`config.mk`:
```
export PLATFORM = sky130hd
export DESIGN_NAME = premul_rgba16_over_blend_core_flat
export DESIGN_NICKNAME = d
export VERILOG_FILES = /design/src/rtl/core/pob_pkg.sv /design/src/rtl/core/pob_stream_if.sv /design/src/rtl/core/pob_cfg_regs.sv /design/src/rtl/core/pob_clip_stage.sv /design/src/rtl/core/pob_blend_pipe.sv /design/src/rtl/core/premul_rgba16_over_blend_core.sv /design/src/flat_wrapper.sv
export SDC_FILE = /design/constraint.sdc
export NUM_CORES = 1
export LEC_CHECK = 0
export BUFFER_PORTS_ARGS = -buffer_cell sky130_fd_sc_hd__buf_2
export CAP_MARGIN = 20
export CORE_AREA = 2 2 39 41
export CTS_CLUSTER_SIZE = 14
export DETAILED_ROUTE_END_ITERATION = 12
export DIE_AREA = 0 0 41 43
export PLACE_DENSITY = 0.43
export SYNTH_ARGS = -nofsm -noshare
export SYNTH_HDL_FRONTEND = slang
export SYNTH_SLANG_ARGS = --single-unit
export TNS_END_PERCENT = 20
```
`constraint.sdc`:
```
create_clock -name clk -period 0.85 [get_ports clk]
set_clock_uncertainty 0.05 [all_clocks]
set_input_delay 0.085 -clock clk [delete_from_list [all_inputs] [get_ports clk]]
set_output_delay 0.085 -clock clk [all_outputs]
set_load 0.1 [all_outputs]
```
`src/rtl/core/pob_pkg.sv`:
```
`timescale 1ns / 1ps

package pob_pkg;

  localparam int CHANNEL_BITS   = 16;
  localparam int COORD_BITS     = 12;
  localparam int DIM_BITS       = 13;
  localparam int OFFSET_BITS    = 16;
  localparam int MAX_DIM        = 4096;
  localparam int CFG_DATA_BITS  = 16;
  localparam int CFG_INDEX_BITS = 3;

  typedef logic [CHANNEL_BITS-1:0] chan_t;
  typedef logic [COORD_BITS-1:0]   coord_t;
  typedef logic [DIM_BITS-1:0]     dim_t;

  typedef enum logic [CFG_INDEX_BITS-1:0] {
    CFG_OFFSET_X        = 3'd0,
    CFG_OFFSET_Y        = 3'd1,
    CFG_DEST_WIDTH      = 3'd2,
    CFG_DEST_HEIGHT     = 3'd3,
    CFG_SOURCE_WIDTH    = 3'd4,
    CFG_SOURCE_HEIGHT   = 3'd5,
    CFG_TRANSPARENT_MAX = 3'd6,
    CFG_OPAQUE_MIN      = 3'd7
  } cfg_index_t;

  typedef struct packed {
    logic signed [OFFSET_BITS-1:0] offset_x;
    logic signed [OFFSET_BITS-1:0] offset_y;
    dim_t                          dest_width;
    dim_t                          dest_height;
    dim_t                          source_width;
    dim_t                          source_height;
    chan_t                         transparent_max;
    chan_t                         opaque_min;
  } cfg_t;

  typedef struct packed {
    coord_t src_x;
    coord_t src_y;
    chan_t  src_red;
    chan_t  src_green;
    chan_t  src_blue;
    chan_t  src_alpha;
    chan_t  dst_red;
    chan_t  dst_green;
    chan_t  dst_blue;
    chan_t  dst_alpha;
  } in_item_t;

  typedef struct packed {
    logic   write_enable;
    coord_t target_x;
    coord_t target_y;
    chan_t  out_red;
    chan_t  out_green;
    chan_t  out_blue;
    chan_t  out_alpha;
  } out_item_t;

  typedef struct packed {
    chan_t red;
    chan_t green;
    chan_t blue;
    chan_t alpha;
  } pixel_t;

  typedef struct packed {
    logic write_en;  // inside clip and not transparent
    logic blend;     // mix with destination, else plain copy
  } ctl_t;

  typedef struct packed {
    ctl_t   ctl;
    coord_t target_x;
    coord_t target_y;
    pixel_t src;
    pixel_t dst;
    chan_t  inv;
  } stage1_t;

  typedef struct packed {
    ctl_t   ctl;
    coord_t target_x;
    coord_t target_y;
    pixel_t src;
    pixel_t prod;
  } stage2_t;

  function automatic dim_t clamp_dim(input dim_t v);
    return (v > DIM_BITS'(MAX_DIM)) ? DIM_BITS'(MAX_DIM) : v;
  endfunction

endpackage

```
`src/rtl/core/pob_stream_if.sv`:
```
`timescale 1ns / 1ps

interface pob_stream_if #(
  parameter type payload_t = logic
) ();
  logic     valid;
  logic     ready;
  payload_t payload;

  modport source (output valid, output payload, input ready);
  modport sink   (input valid, input payload, output ready);
endinterface

```
`src/rtl/core/pob_cfg_regs.sv`:
```
`timescale 1ns / 1ps

module pob_cfg_regs (
  input  logic                                 clk,
  input  logic                                 rst_n,
  input  logic                                 cfg_we,
  input  logic [pob_pkg::CFG_INDEX_BITS-1:0]   cfg_index,
  input  logic [pob_pkg::CFG_DATA_BITS-1:0]    cfg_data,
  output pob_pkg::cfg_t                        cfg
);

  // All zero except opaque_min, which comes up at full scale.
  localparam pob_pkg::cfg_t CFG_RESET = '{
    opaque_min: {pob_pkg::CHANNEL_BITS{1'b1}},
    default:    '0
  };

  pob_pkg::cfg_t cfg_r;
  pob_pkg::cfg_t cfg_nxt;
  pob_pkg::dim_t dim_val;

  assign dim_val = pob_pkg::clamp_dim(cfg_data[pob_pkg::DIM_BITS-1:0]);

  always_comb begin
    cfg_nxt = cfg_r;
    if (cfg_we) begin
      case (cfg_index)
        pob_pkg::CFG_OFFSET_X:        cfg_nxt.offset_x        = cfg_data;
        pob_pkg::CFG_OFFSET_Y:        cfg_nxt.offset_y        = cfg_data;
        pob_pkg::CFG_DEST_WIDTH:      cfg_nxt.dest_width      = dim_val;
        pob_pkg::CFG_DEST_HEIGHT:     cfg_nxt.dest_height     = dim_val;
        pob_pkg::CFG_SOURCE_WIDTH:    cfg_nxt.source_width    = dim_val;
        pob_pkg::CFG_SOURCE_HEIGHT:   cfg_nxt.source_height   = dim_val;
        pob_pkg::CFG_TRANSPARENT_MAX: cfg_nxt.transparent_max = cfg_data;
        pob_pkg::CFG_OPAQUE_MIN:      cfg_nxt.opaque_min      = cfg_data;
        default:                      cfg_nxt = cfg_r;
      endcase
    end
  end

  always_ff @(posedge clk) begin
    if (!rst_n) begin
      cfg_r <= CFG_RESET;
    end else begin
      cfg_r <= cfg_nxt;
    end
  end

  assign cfg = cfg_r;

endmodule

```
`src/rtl/core/pob_clip_stage.sv`:
```
`timescale 1ns / 1ps

module pob_clip_stage (
  input  logic               clk,
  input  logic               rst_n,
  input  pob_pkg::cfg_t      cfg,
  input  logic               in_valid,
  input  pob_pkg::in_item_t  in_item,
  output logic               in_ready,
  output logic               s1_valid,
  output pob_pkg::stage1_t   s1,
  input  logic               s1_ready
);

  localparam int TX_BITS = pob_pkg::OFFSET_BITS + 2;

  logic [TX_BITS-1:0] tx;
  logic [TX_BITS-1:0] ty;
  logic               in_clip;
  logic               transparent;
  pob_pkg::stage1_t   s1_nxt;
  pob_pkg::stage1_t   s1_r;
  logic               s1_valid_r;

  // Signed target position; top bit set means left of or above the canvas.
  assign tx = TX_BITS'({1'b0, in_item.src_x}) +
              {{2{cfg.offset_x[pob_pkg::OFFSET_BITS-1]}}, cfg.offset_x};
  assign ty = TX_BITS'({1'b0, in_item.src_y}) +
              {{2{cfg.offset_y[pob_pkg::OFFSET_BITS-1]}}, cfg.offset_y};

  assign in_clip = ({1'b0, in_item.src_x} < cfg.source_width) &&
                   ({1'b0, in_item.src_y} < cfg.source_height) &&
                   !tx[TX_BITS-1] && !ty[TX_BITS-1] &&
                   (tx[TX_BITS-2:0] < (TX_BITS-1)'(cfg.dest_width)) &&
                   (ty[TX_BITS-2:0] < (TX_BITS-1)'(cfg.dest_height));

  assign transparent = in_item.src_alpha <= cfg.transparent_max;

  always_comb begin
    s1_nxt.ctl.write_en = in_clip && !transparent;
    s1_nxt.ctl.blend    = (in_item.src_alpha < cfg.opaque_min) && (in_item.dst_alpha != '0);
    s1_nxt.target_x     = tx[pob_pkg::COORD_BITS-1:0];
    s1_nxt.target_y     = ty[pob_pkg::COORD_BITS-1:0];
    s1_nxt.src.red      = in_item.src_red;
    s1_nxt.src.green    = in_item.src_green;
    s1_nxt.src.blue     = in_item.src_blue;
    s1_nxt.src.alpha    = in_item.src_alpha;
    s1_nxt.dst.red      = in_item.dst_red;
    s1_nxt.dst.green    = in_item.dst_green;
    s1_nxt.dst.blue     = in_item.dst_blue;
    s1_nxt.dst.alpha    = in_item.dst_alpha;
    s1_nxt.inv          = ~in_item.src_alpha;  // full scale minus alpha
  end

  assign in_ready = !s1_valid_r || s1_ready;

  always_ff @(posedge clk) begin
    if (!rst_n) begin
      s1_valid_r <= 1'b0;
    end else if (in_ready) begin
      s1_valid_r <= in_valid;
    end
  end

  always_ff @(posedge clk) begin
    if (in_ready && in_valid) begin
      s1_r <= s1_nxt;
    end
  end

  assign s1_valid = s1_valid_r;
  assign s1       = s1_r;

endmodule

```
`src/rtl/core/pob_blend_pipe.sv`:
```
`timescale 1ns / 1ps

module pob_blend_pipe (
  input  logic                clk,
  input  logic                rst_n,
  input  logic                s1_valid,
  input  pob_pkg::stage1_t    s1,
  output logic                s1_ready,
  output logic                out_valid,
  output pob_pkg::out_item_t  out_item,
  input  logic                out_ready
);

  localparam int PROD_BITS = 2 * pob_pkg::CHANNEL_BITS;

  pob_pkg::stage2_t   s2_nxt;
  pob_pkg::stage2_t   s2_r;
  logic               s2_valid_r;
  logic               s2_ready;
  pob_pkg::out_item_t out_nxt;
  pob_pkg::out_item_t out_r;
  logic               out_valid_r;
  pob_pkg::pixel_t    mixed;

  function automatic pob_pkg::chan_t mul_hi(input pob_pkg::chan_t d, input pob_pkg::chan_t inv);
    logic [PROD_BITS-1:0] p;
    p = PROD_BITS'(d) * PROD_BITS'(inv);
    return p[PROD_BITS-1:pob_pkg::CHANNEL_BITS];
  endfunction

  // Multiply stage.
  always_comb begin
    s2_nxt.ctl        = s1.ctl;
    s2_nxt.target_x   = s1.target_x;
    s2_nxt.target_y   = s1.target_y;
    s2_nxt.src        = s1.src;
    s2_nxt.prod.red   = mul_hi(s1.dst.red, s1.inv);
    s2_nxt.prod.green = mul_hi(s1.dst.green, s1.inv);
    s2_nxt.prod.blue  = mul_hi(s1.dst.blue, s1.inv);
    s2_nxt.prod.alpha = mul_hi(s1.dst.alpha, s1.inv);
  end

  assign s1_ready = !s2_valid_r || s2_ready;

  always_ff @(posedge clk) begin
    if (!rst_n) begin
      s2_valid_r <= 1'b0;
    end else if (s1_ready) begin
      s2_valid_r <= s1_valid;
    end
  end

  always_ff @(posedge clk) begin
    if (s1_ready && s1_valid) begin
      s2_r <= s2_nxt;
    end
  end

  // Add and select stage; sums wrap to the channel width.
  always_comb begin
    mixed.red   = s2_r.src.red   + s2_r.prod.red;
    mixed.green = s2_r.src.green + s2_r.prod.green;
    mixed.blue  = s2_r.src.blue  + s2_r.prod.blue;
    mixed.alpha = s2_r.src.alpha + s2_r.prod.alpha;
    if (!s2_r.ctl.blend) begin
      mixed = s2_r.src;
    end
    out_nxt = '0;
    if (s2_r.ctl.write_en) begin
      out_nxt.write_enable = 1'b1;
      out_nxt.target_x     = s2_r.target_x;
      out_nxt.target_y     = s2_r.target_y;
      out_nxt.out_red      = mixed.red;
      out_nxt.out_green    = mixed.green;
      out_nxt.out_blue     = mixed.blue;
      out_nxt.out_alpha    = mixed.alpha;
    end
  end

  assign s2_ready = !out_valid_r || out_ready;

  always_ff @(posedge clk) begin
    if (!rst_n) begin
      out_valid_r <= 1'b0;
    end else if (s2_ready) begin
      out_valid_r <= s2_valid_r;
    end
  end

  always_ff @(posedge clk) begin
    if (s2_ready && s2_valid_r) begin
      out_r <= out_nxt;
    end
  end

  assign out_valid = out_valid_r;
  assign out_item  = out_r;

endmodule

```
`src/rtl/core/premul_rgba16_over_blend_core.sv`:
```
`timescale 1ns / 1ps

// Source-over compositing of one premultiplied RGBA pixel (16 bits per channel)
// per clock unless the output stalls. Each input word carries a source pixel,
// its position and the destination pixel it lands on; each output word tells
// whether that destination is written, where, and with what color. The core
// takes a new word every cycle while input ready is high, and passes it through
// a clip/classify stage, a multiply stage and an add/select output register,
// each with its own valid bit. Input ready drops only when all three stages
// hold a word and the output is not taken. Configuration writes apply to
// words accepted after the write; write them while the core is empty.
// Width and height take the low 13 data bits; above 4096 they read as 4096.
module premul_rgba16_over_blend_core (
  input  logic                                clk,
  input  logic                                rst_n,
  input  logic                                cfg_we,
  input  logic [pob_pkg::CFG_INDEX_BITS-1:0]  cfg_index,
  input  logic [pob_pkg::CFG_DATA_BITS-1:0]   cfg_data,
  pob_stream_if.sink                          in_ch,
  pob_stream_if.source                        out_ch
);

  pob_pkg::cfg_t      cfg;
  pob_pkg::in_item_t  in_item;
  pob_pkg::stage1_t   s1;
  logic               s1_valid;
  logic               s1_ready;
  pob_pkg::out_item_t out_item;

  assign in_item = in_ch.payload;

  pob_cfg_regs u_cfg_regs (
    .clk       (clk),
    .rst_n     (rst_n),
    .cfg_we    (cfg_we),
    .cfg_index (cfg_index),
    .cfg_data  (cfg_data),
    .cfg       (cfg)
  );

  pob_clip_stage u_clip_stage (
    .clk      (clk),
    .rst_n    (rst_n),
    .cfg      (cfg),
    .in_valid (in_ch.valid),
    .in_item  (in_item),
    .in_ready (in_ch.ready),
    .s1_valid (s1_valid),
    .s1       (s1),
    .s1_ready (s1_ready)
  );

  pob_blend_pipe u_blend_pipe (
    .clk       (clk),
    .rst_n     (rst_n),
    .s1_valid  (s1_valid),
    .s1        (s1),
    .s1_ready  (s1_ready),
    .out_valid (out_ch.valid),
    .out_item  (out_item),
    .out_ready (out_ch.ready)
  );

  assign out_ch.payload = out_item;

endmodule

```
`src/flat_wrapper.sv`:
```
// flat-port wrapper written by rule: the top's interface ports become plain ports
module premul_rgba16_over_blend_core_flat 
  (clk, rst_n, cfg_we, cfg_index, cfg_data, in_ch_valid, in_ch_payload, in_ch_ready, out_ch_valid, out_ch_payload, out_ch_ready);
  pob_stream_if in_ch_i ();
  pob_stream_if out_ch_i ();
  input  logic clk;
  input  logic rst_n;
  input  logic cfg_we;
  input  logic [pob_pkg::CFG_INDEX_BITS-1:0] cfg_index;
  input  logic [pob_pkg::CFG_DATA_BITS-1:0] cfg_data;
  input wire logic [$bits(in_ch_i.valid)-1:0] in_ch_valid;
  input wire logic [$bits(in_ch_i.payload)-1:0] in_ch_payload;
  output wire logic [$bits(in_ch_i.ready)-1:0] in_ch_ready;
  output wire logic [$bits(out_ch_i.valid)-1:0] out_ch_valid;
  output wire logic [$bits(out_ch_i.payload)-1:0] out_ch_payload;
  input wire logic [$bits(out_ch_i.ready)-1:0] out_ch_ready;
  assign in_ch_i.valid = in_ch_valid;
  assign in_ch_i.payload = in_ch_payload;
  assign in_ch_ready = in_ch_i.ready;
  assign out_ch_valid = out_ch_i.valid;
  assign out_ch_payload = out_ch_i.payload;
  assign out_ch_i.ready = out_ch_ready;
  premul_rgba16_over_blend_core u_core (.clk(clk), .rst_n(rst_n), .cfg_we(cfg_we), .cfg_index(cfg_index), .cfg_data(cfg_data), .in_ch(in_ch_i), .out_ch(out_ch_i));
endmodule
```
[After elaboration in Yosys (flattened, before gate mapping)]
Index checks and enable logic that the tools add are counted.
Storage, ports and cells
  flip-flop bits (word level): 126
  word-level logic and storage cells: 63
Cells by class
  multiply operators: 1
  magnitude comparators: 7
  equality and inequality tests: 7
  muxes and demuxes: 1
  reduce and logical (&&, ||, !) cells: 29
Operators with widths (count)
  $lt A17 B13 Y1: 2
  $lt A1 B13 Y1 const A: 2
  $reduce_and A2 Y1: 9
  $mul A1 B16 Y17 const B: 1
  $le A1 B16 Y1 const A: 1
  $lt A1 B16 Y1 const A: 1
  $gt A13 B13 Y1 const B: 1
  $mux W13: 1
  $eq A3 B3 Y1 const B: 4
  $logic_and A1 B1 Y1: 10
  $eq A3 B2 Y1 const B: 2
  $logic_not A1 Y1: 6
  $eq A3 B1 Y1 const B: 1
  $logic_not A3 Y1: 1
  $logic_or A1 B1 Y1: 3

[Longest topological paths before layout]
Gate-level depths: netlist (run 1).
  depth after elaboration: 7
  depth in mapped cells: 2
  depth with buffers taken out: 2

[Cells and area by module]
A second synthesis (run 1) with hierarchy kept.
Second synthesis, totals
  cell total of the unflattened synthesis: 5503
  area, all modules: 56050.0 µm²
By module, submodules not included
  pob_blend_pipe: times used 1, cells each 4424, area an instance 43111.3 µm²
  pob_clip_stage: times used 1, cells each 643, area an instance 8474.4 µm²
  pob_cfg_regs: times used 1, cells each 435, area an instance 4460.5 µm²
  premul_rgba16_over_blend_core: times used 1, cells each 1, area an instance 3.8 µm²

[Worst setup path before layout (run 1)]
Ideal clock, no wire load.
  path kind: reg-to-output
  from: register u_core.u_blend_pipe.out_valid_r (netlist: u_core.u_blend_pipe.out_valid)
  to: output port in_ch_ready
  arrival time: 1.628 ns
  data required time: 0.715 ns
  path slack: -0.913 ns
  stages on the path, launching flop included: 3
  path through: dfxtp_1 and4b_1 inv_1
Between the ends
  cells in the longest elaborated chain, start to end: 4
RTL lines
  from (decl): RTL line pob_blend_pipe.sv:22  | logic out_valid_r;
  from (signal assigned): RTL line pob_blend_pipe.sv:86  | out_valid_r <= s2_valid_r;
  $logic_not A1 Y1: RTL line pob_blend_pipe.sv:80  | assign s2_ready = !out_valid_r || out_ready;
  $logic_or A1 B1 Y1: RTL line pob_blend_pipe.sv:80
  $logic_or A1 B1 Y1: RTL line pob_blend_pipe.sv:43  | assign s1_ready = !s2_valid_r || s2_ready;
  $logic_or A1 B1 Y1: RTL line pob_clip_stage.sv:55  | assign in_ready = !s1_valid_r || s1_ready;
  to (decl): RTL line flat_wrapper.sv:13  | output wire logic [$bits(in_ch_i.ready)-1:0] in_ch_ready;
Every way passes these cells.

[Final worst setup path (run 1)]
  from: register u_core.u_blend_pipe.s2_valid_r
  to: output port in_ch_ready
Between the ends
  cells in the longest elaborated chain, start to end: 3
RTL lines
  from (decl): RTL line pob_blend_pipe.sv:18  | logic s2_valid_r;
  from (signal assigned): RTL line pob_blend_pipe.sv:49  | s2_valid_r <= s1_valid;
  $logic_not A1 Y1: RTL line pob_blend_pipe.sv:43
  $logic_or A1 B1 Y1: RTL line pob_blend_pipe.sv:43
  $logic_or A1 B1 Y1: RTL line pob_clip_stage.sv:55
Every way passes these cells.

==> metrics, run 1 <==
synthesized area per cell 10.5 sq um; Net Count, Synth 37; Final ANT Viol Nets 0; Hold Crit Class input port to register; Initial Util 9.13%; final antenna diode count 0; top_reg_cell synth dfxtp_1; largest net degree at the start of global routing 4; Pre-Repair DR Iteration Count 1; hold_sp in_ch_valid; complex-gate fraction of the synthesized area 17.8%; failing checks negative setup slack; async set-reset flop share out of synthesis 0%; final WL 332 um; synth cell count leaders dfxtp_1 (3), o21a_1 (3); Final GP Congestion 0.528; DRT iter0 DRCs 0; Cell Pwr Density 1890 mW/mm^2; Max Root-Sink Buffers 2; initial antenna violation count 0; Final Worst Setup Slack -0.369 ns; Hold Path Sink u_core.u_clip_stage.s1_valid; H-tree Lvls 1; FF-to-FF Start u_core.u_blend_pipe.out_valid; critical path's largest stage delay 0.31 ns; GR Overflow Total 0; end of the worst register-to-register path u_core.u_blend_pipe.s2_valid_r; Max IR drop VDD 521 uV; row count 14; Skew-Pair Late Insertion Delay 0.23 ns; Leakage 0.111 nW; Core Region 0.00138 sq mm; Max Cap Violations 0; max-slew violation count 0; slowest CP cell dfxtp_2; Startpoint Class register; simple-gate area share of the yosys netlist 22.8%; die extent in x 41 um; Yosys top cell by area dfxtp_1; gr usage total 5.12%; Port Buffers 5; switching share of total power 25.9%; share of cells above drive strength 1 77.3%; clock root cell clkbuf_4; crit end category output port; FMAX 0.820 GHz; min Tclk post-route 1.22 ns; DRC Markers 0; Synth cell types 8; critical-path cell list and4b_2 > clkinvlp_4 > buf_12; Yosys Warn Count 0; Worst Path Max Fanout 2; Comb pwr share 14.2%; RSZ-0062 raised after global routing yes; vias in the first global route 138; Clock Power Share 53.7%; hold bufs inserted after CTS 0; DIE AREA 0.00176 sq mm; post-DR wirelength/cell 8.74 um; Placement Setup Slack -0.177 ns; synth-to-layout area growth 95.0%; global-route wire length before repair 489 um; ratio of final minimum period to clock period 143%; crit path DAT 1.08 ns; WS Path Type register to output port; post-synthesis xor/xnor area fraction 0%; number of flops mapped to enable cells by yosys 0; Cell Area, Synth 126 sq um; Final Hold Viols 0; Setup Viol. Count Final 5; Seq cells post-synth 3; CTS buffer count 3; largest family of logic cells by synthesized area simple AND/OR/NAND/NOR gates; P_sw 0.000121 W; die height 43 um; via count 126; fin util 17.8%; CP required 0.71 ns; Reg power frac 32.0%; Hold Crit Depth 2; Int Power 0.000346 W; sequential fraction of the synthesis area 47.5%; clock-pin slew on the worst setup and hold paths 0.04 ns; Worst R2R Setup Slack -0.15 ns; worst r2r path cells 3; CTS sink count 3; post-synthesis adder-cell area fraction 0%; final net count 48; Mapped Cells 12; ranking of synthesized cells by area dfxtp_1 (48%), o21a_1 (18%), and3b_2 (7.9%), and4b_1 (7.9%), and2b_2 (6.9%); IO Pins 28; vias per cell 3.32; Synth top area share 47.5%; CTS tree done; mux contribution to synthesized area 0%; status finished with violations
[cells in the final DEF, fill, tap and decap left out, drive strengths merged]
master,n
and2b,1
and3b,1
and4b,1
buf,7
clkbuf,4
clkinvlp,1
conb,1
dfxtp,3
o21a,3
[flip-flops by register name (all words and copies together), names as in the netlist]
signal / cells
u_core.u_clip_stage.s1_valid: 1
u_core.u_blend_pipe.out_valid: 1
u_core.u_blend_pipe.s2_valid_r: 1
[cell families (layout without fill, tap and decap cells)]
kind of cell    Yosys count  count (layout)
compound gates            3               3
other cells               1               1
simple gates              3               3
flops                     3               3
buf+inv                   2              12
[layer usage]
| layer | track usage [%] | wire length, um |
|---|---|---|
| met1 | 3.21 | 107 |
| met2 | 6.56 | 154 |
| met3 | 2.62 | 54 |
| met4 | 10.0 | 15 |
| met5 | 0 | 0 |
[worst max path at each step]
stage | startpoint | endpoint | slack (ns)
finish | u_core.u_blend_pipe.s2_valid_r | in_ch_ready | -0.37
global route | u_core.u_blend_pipe.out_valid | in_ch_ready | -0.41
CTS | u_core.u_blend_pipe.out_valid | in_ch_ready | -0.42
detailed placement | u_core.u_blend_pipe.s2_valid_r | in_ch_ready | -0.18
global placement | u_core.u_blend_pipe.out_valid | in_ch_ready | -0.15
floorplan | u_core.u_blend_pipe.out_valid | in_ch_ready | -0.53
[through the flow]
stage | TNS, ns | cell area [sq um] | total power [W] | hold WS [ns] | cells
CTS | -0.916 | 236 | 0.000482 | 0.0194 | 37
floorplan | -0.979 | 134 | 0.000195 | 0.152 | 12
global placement | -0.391 | 209 | 0.000212 | 0.249 | 33
global route | -0.962 | 246 | 0.000491 | 0.0330 | 38
detailed placement | -0.498 | 209 | 0.000215 | 0.267 | 33
finish | -0.831 | 246 | 0.000467 | 0.0243 | 38
[timing repair]
action	CTS	global route
buffers inserted	0	1
endpoints found under the hold margin	0	0
setup endpoints to repair	5	5
resized for setup	1	2
pin swaps	1	1
[critical path, delay by kind of cell, from the launching register on]
family | cells | cell delay [ns]
buffers and inverters | 2 | 0.27
DFF | 1 | 0.31
and+or+nand+nor | 1 | 0.27
[final cells by class]
class	instances	area, sq um
clock buffers	4	26.3
fillers	153	1140
inverters	1	7.51
multi-input cells	7	56.3
flip-flops and latches	3	66.3
well taps	16	20.0
repair buffers	7	70.1
[power groups by stage]
stage	combinational, W	clock (W)	sequential, W
finish	0.0000664	0.000251	0.000150
global route	0.0000702	0.000271	0.000150
CTS	0.0000636	0.000269	0.000150
detailed placement	0.0000636	0	0.000152
global placement	0.0000609	0	0.000151
floorplan	0.0000309	0	0.000165
Power figures use the tool's default switching activity.
==> inputs of run 2 (changes only) <==
Settings changed: PLACE_DENSITY 0.43 to 0.42.
Clock period 0.85 ns to 1.55 ns, I/O delays scaled along.
==> metrics, run 2 (same netlist as run 1, synthesis figures left out) <==
vias in the first global route 121 (-12%); Core Region 0.00138 sq mm (unchanged); CTS resizes 0 (-1); Final Hold Viols 0 (unchanged); Max IR drop VDD 297 uV (-43%); CTS tree done; DRT iter0 DRCs 3 (+3); most frequent cells in the layout buf_2 (4), o21a_1 (3), clkbuf_4 (3); commonest non-fill, non-tap cell in the layout buf_2; DIE AREA 0.00176 sq mm (unchanged); crit path DAT 1.13 ns (+0.05 ns); via count 107 (-15%); Setup Viol. Count Final 0 (-5); CTS sink count 3 (unchanged); Initial Util 9.13% (unchanged); final net count 46 (-4.2%); WS Path Type register to output port; hold bufs inserted after CTS 0 (unchanged); WHS 0.0888 ns (+0.0645 ns); die height 43 um (unchanged); GR Overflow Total 0 (unchanged); CP required 1.34 ns (+0.63 ns); CTS buffer count 3 (unchanged); max-slew violation count 0 (unchanged); Post-CTS Setup Bufs 0 (unchanged); final WL 279 um (-16%); Max Cap Violations 0 (unchanged); Final GP Congestion 0.532 (+0.87%); H-tree Lvls 1 (unchanged); global-route wire length before repair 407 um (-17%); RSZ-0062 raised after global routing no; Port Buffers 5 (unchanged); Worst Path Max Fanout 4 (+2); initial antenna violation count 0 (unchanged); row count 14 (unchanged); fillcell total 154 (+0.65%); post-DR wirelength/cell 7.75 um (-11%); share of cells above drive strength 1 60.0% (-17 points); Final ANT Viol Nets 0 (unchanged); Cell Pwr Density 1170 mW/mm^2 (-38%); Hold Crit Class input port to register; clock root cell clkbuf_4; Cells after DPL 32 (-3.0%); die extent in x 41 um (unchanged); DRC Markers 0 (unchanged); ratio of final minimum period to clock period 86.4%; status completed; clock-pin slew on the worst setup and hold paths 0.04 ns (about the same); Leakage 0.0977 nW (-12%); IO Pins 28 (unchanged); gr usage total 4.21% (-0.90 points); Skew-Pair Late Insertion Delay 0.23 ns (about the same); Placement Setup Slack 0.439 ns (+0.616 ns); final antenna diode count 0 (unchanged); Pre-Repair DR Iteration Count 2 (+1); fin util 15.4% (-2.4 points); Startpoint Class register; FMAX 0.747 GHz; Max Root-Sink Buffers 2 (unchanged); Final Worst Setup Slack 0.211 ns (+0.580 ns); fin cells 36 (-5.3%); synth-to-layout area growth 68.3%; largest net degree at the start of global routing 5 (+1); vias per cell 2.97 (-10%); setup TNS 0 ns (+0.831 ns); crit end category output port; min Tclk post-route 1.34 ns
==> run 2: path summary, 6_finish.rpt <==
kind                            startpoint                              to  slack [ns]  cells past startpoint
max          u_core.u_blend_pipe.out_valid                     in_ch_ready        0.21                      3
min                            in_ch_valid    u_core.u_clip_stage.s1_valid        0.09                      2
max reg2reg  u_core.u_blend_pipe.out_valid    u_core.u_clip_stage.s1_valid        0.65                      2
min reg2reg   u_core.u_clip_stage.s1_valid  u_core.u_blend_pipe.s2_valid_r        0.42                      1
==> run 2: worst max-delay path, stage by stage (launching register included) <==
cell and delay, ns:
dfxtp_4 0.34, and4b_1 0.27, clkinvlp_4 0.12, buf_12 0.17
==> run 2: report_power, final <==
part / switching, W / internal [W] / total [W]
Combinational: 0.0000218 / 0.00000701 / 0.0000288
Clock: 0.0000404 / 0.0000965 / 0.000137
Sequential: 0.00000225 / 0.0000802 / 0.0000824
==> run 2: through the flow <==
step	total power [W]	area (sq um)
2_1_floorplan	0.000107	134
3_3_place_gp	0.000111	186
3_5_place_dp	0.000113	186
4_1_cts	0.000256	213
5_1_grt	0.000269	213
6_report	0.000248	213
==> run 2: layer usage <==
layer	up-vias	part of all wire, %	global-route usage [%]
li1	53	-	-
met1	45	40	3.53
met2	9	40	4.69
met3	0	19	5.24
met4	0	0	4.00
met5	-	0	0
==> run 2: final cells by class <==
cell class	count	area, sq um	area share [%]
clock buffers	4	26.3	12.4
well taps	16	20.0	9.41
multi-input cells	7	55.1	25.9
flip-flops and latches	3	63.8	30.0
inverters	1	7.51	3.53
repair buffers	5	40.0	18.8
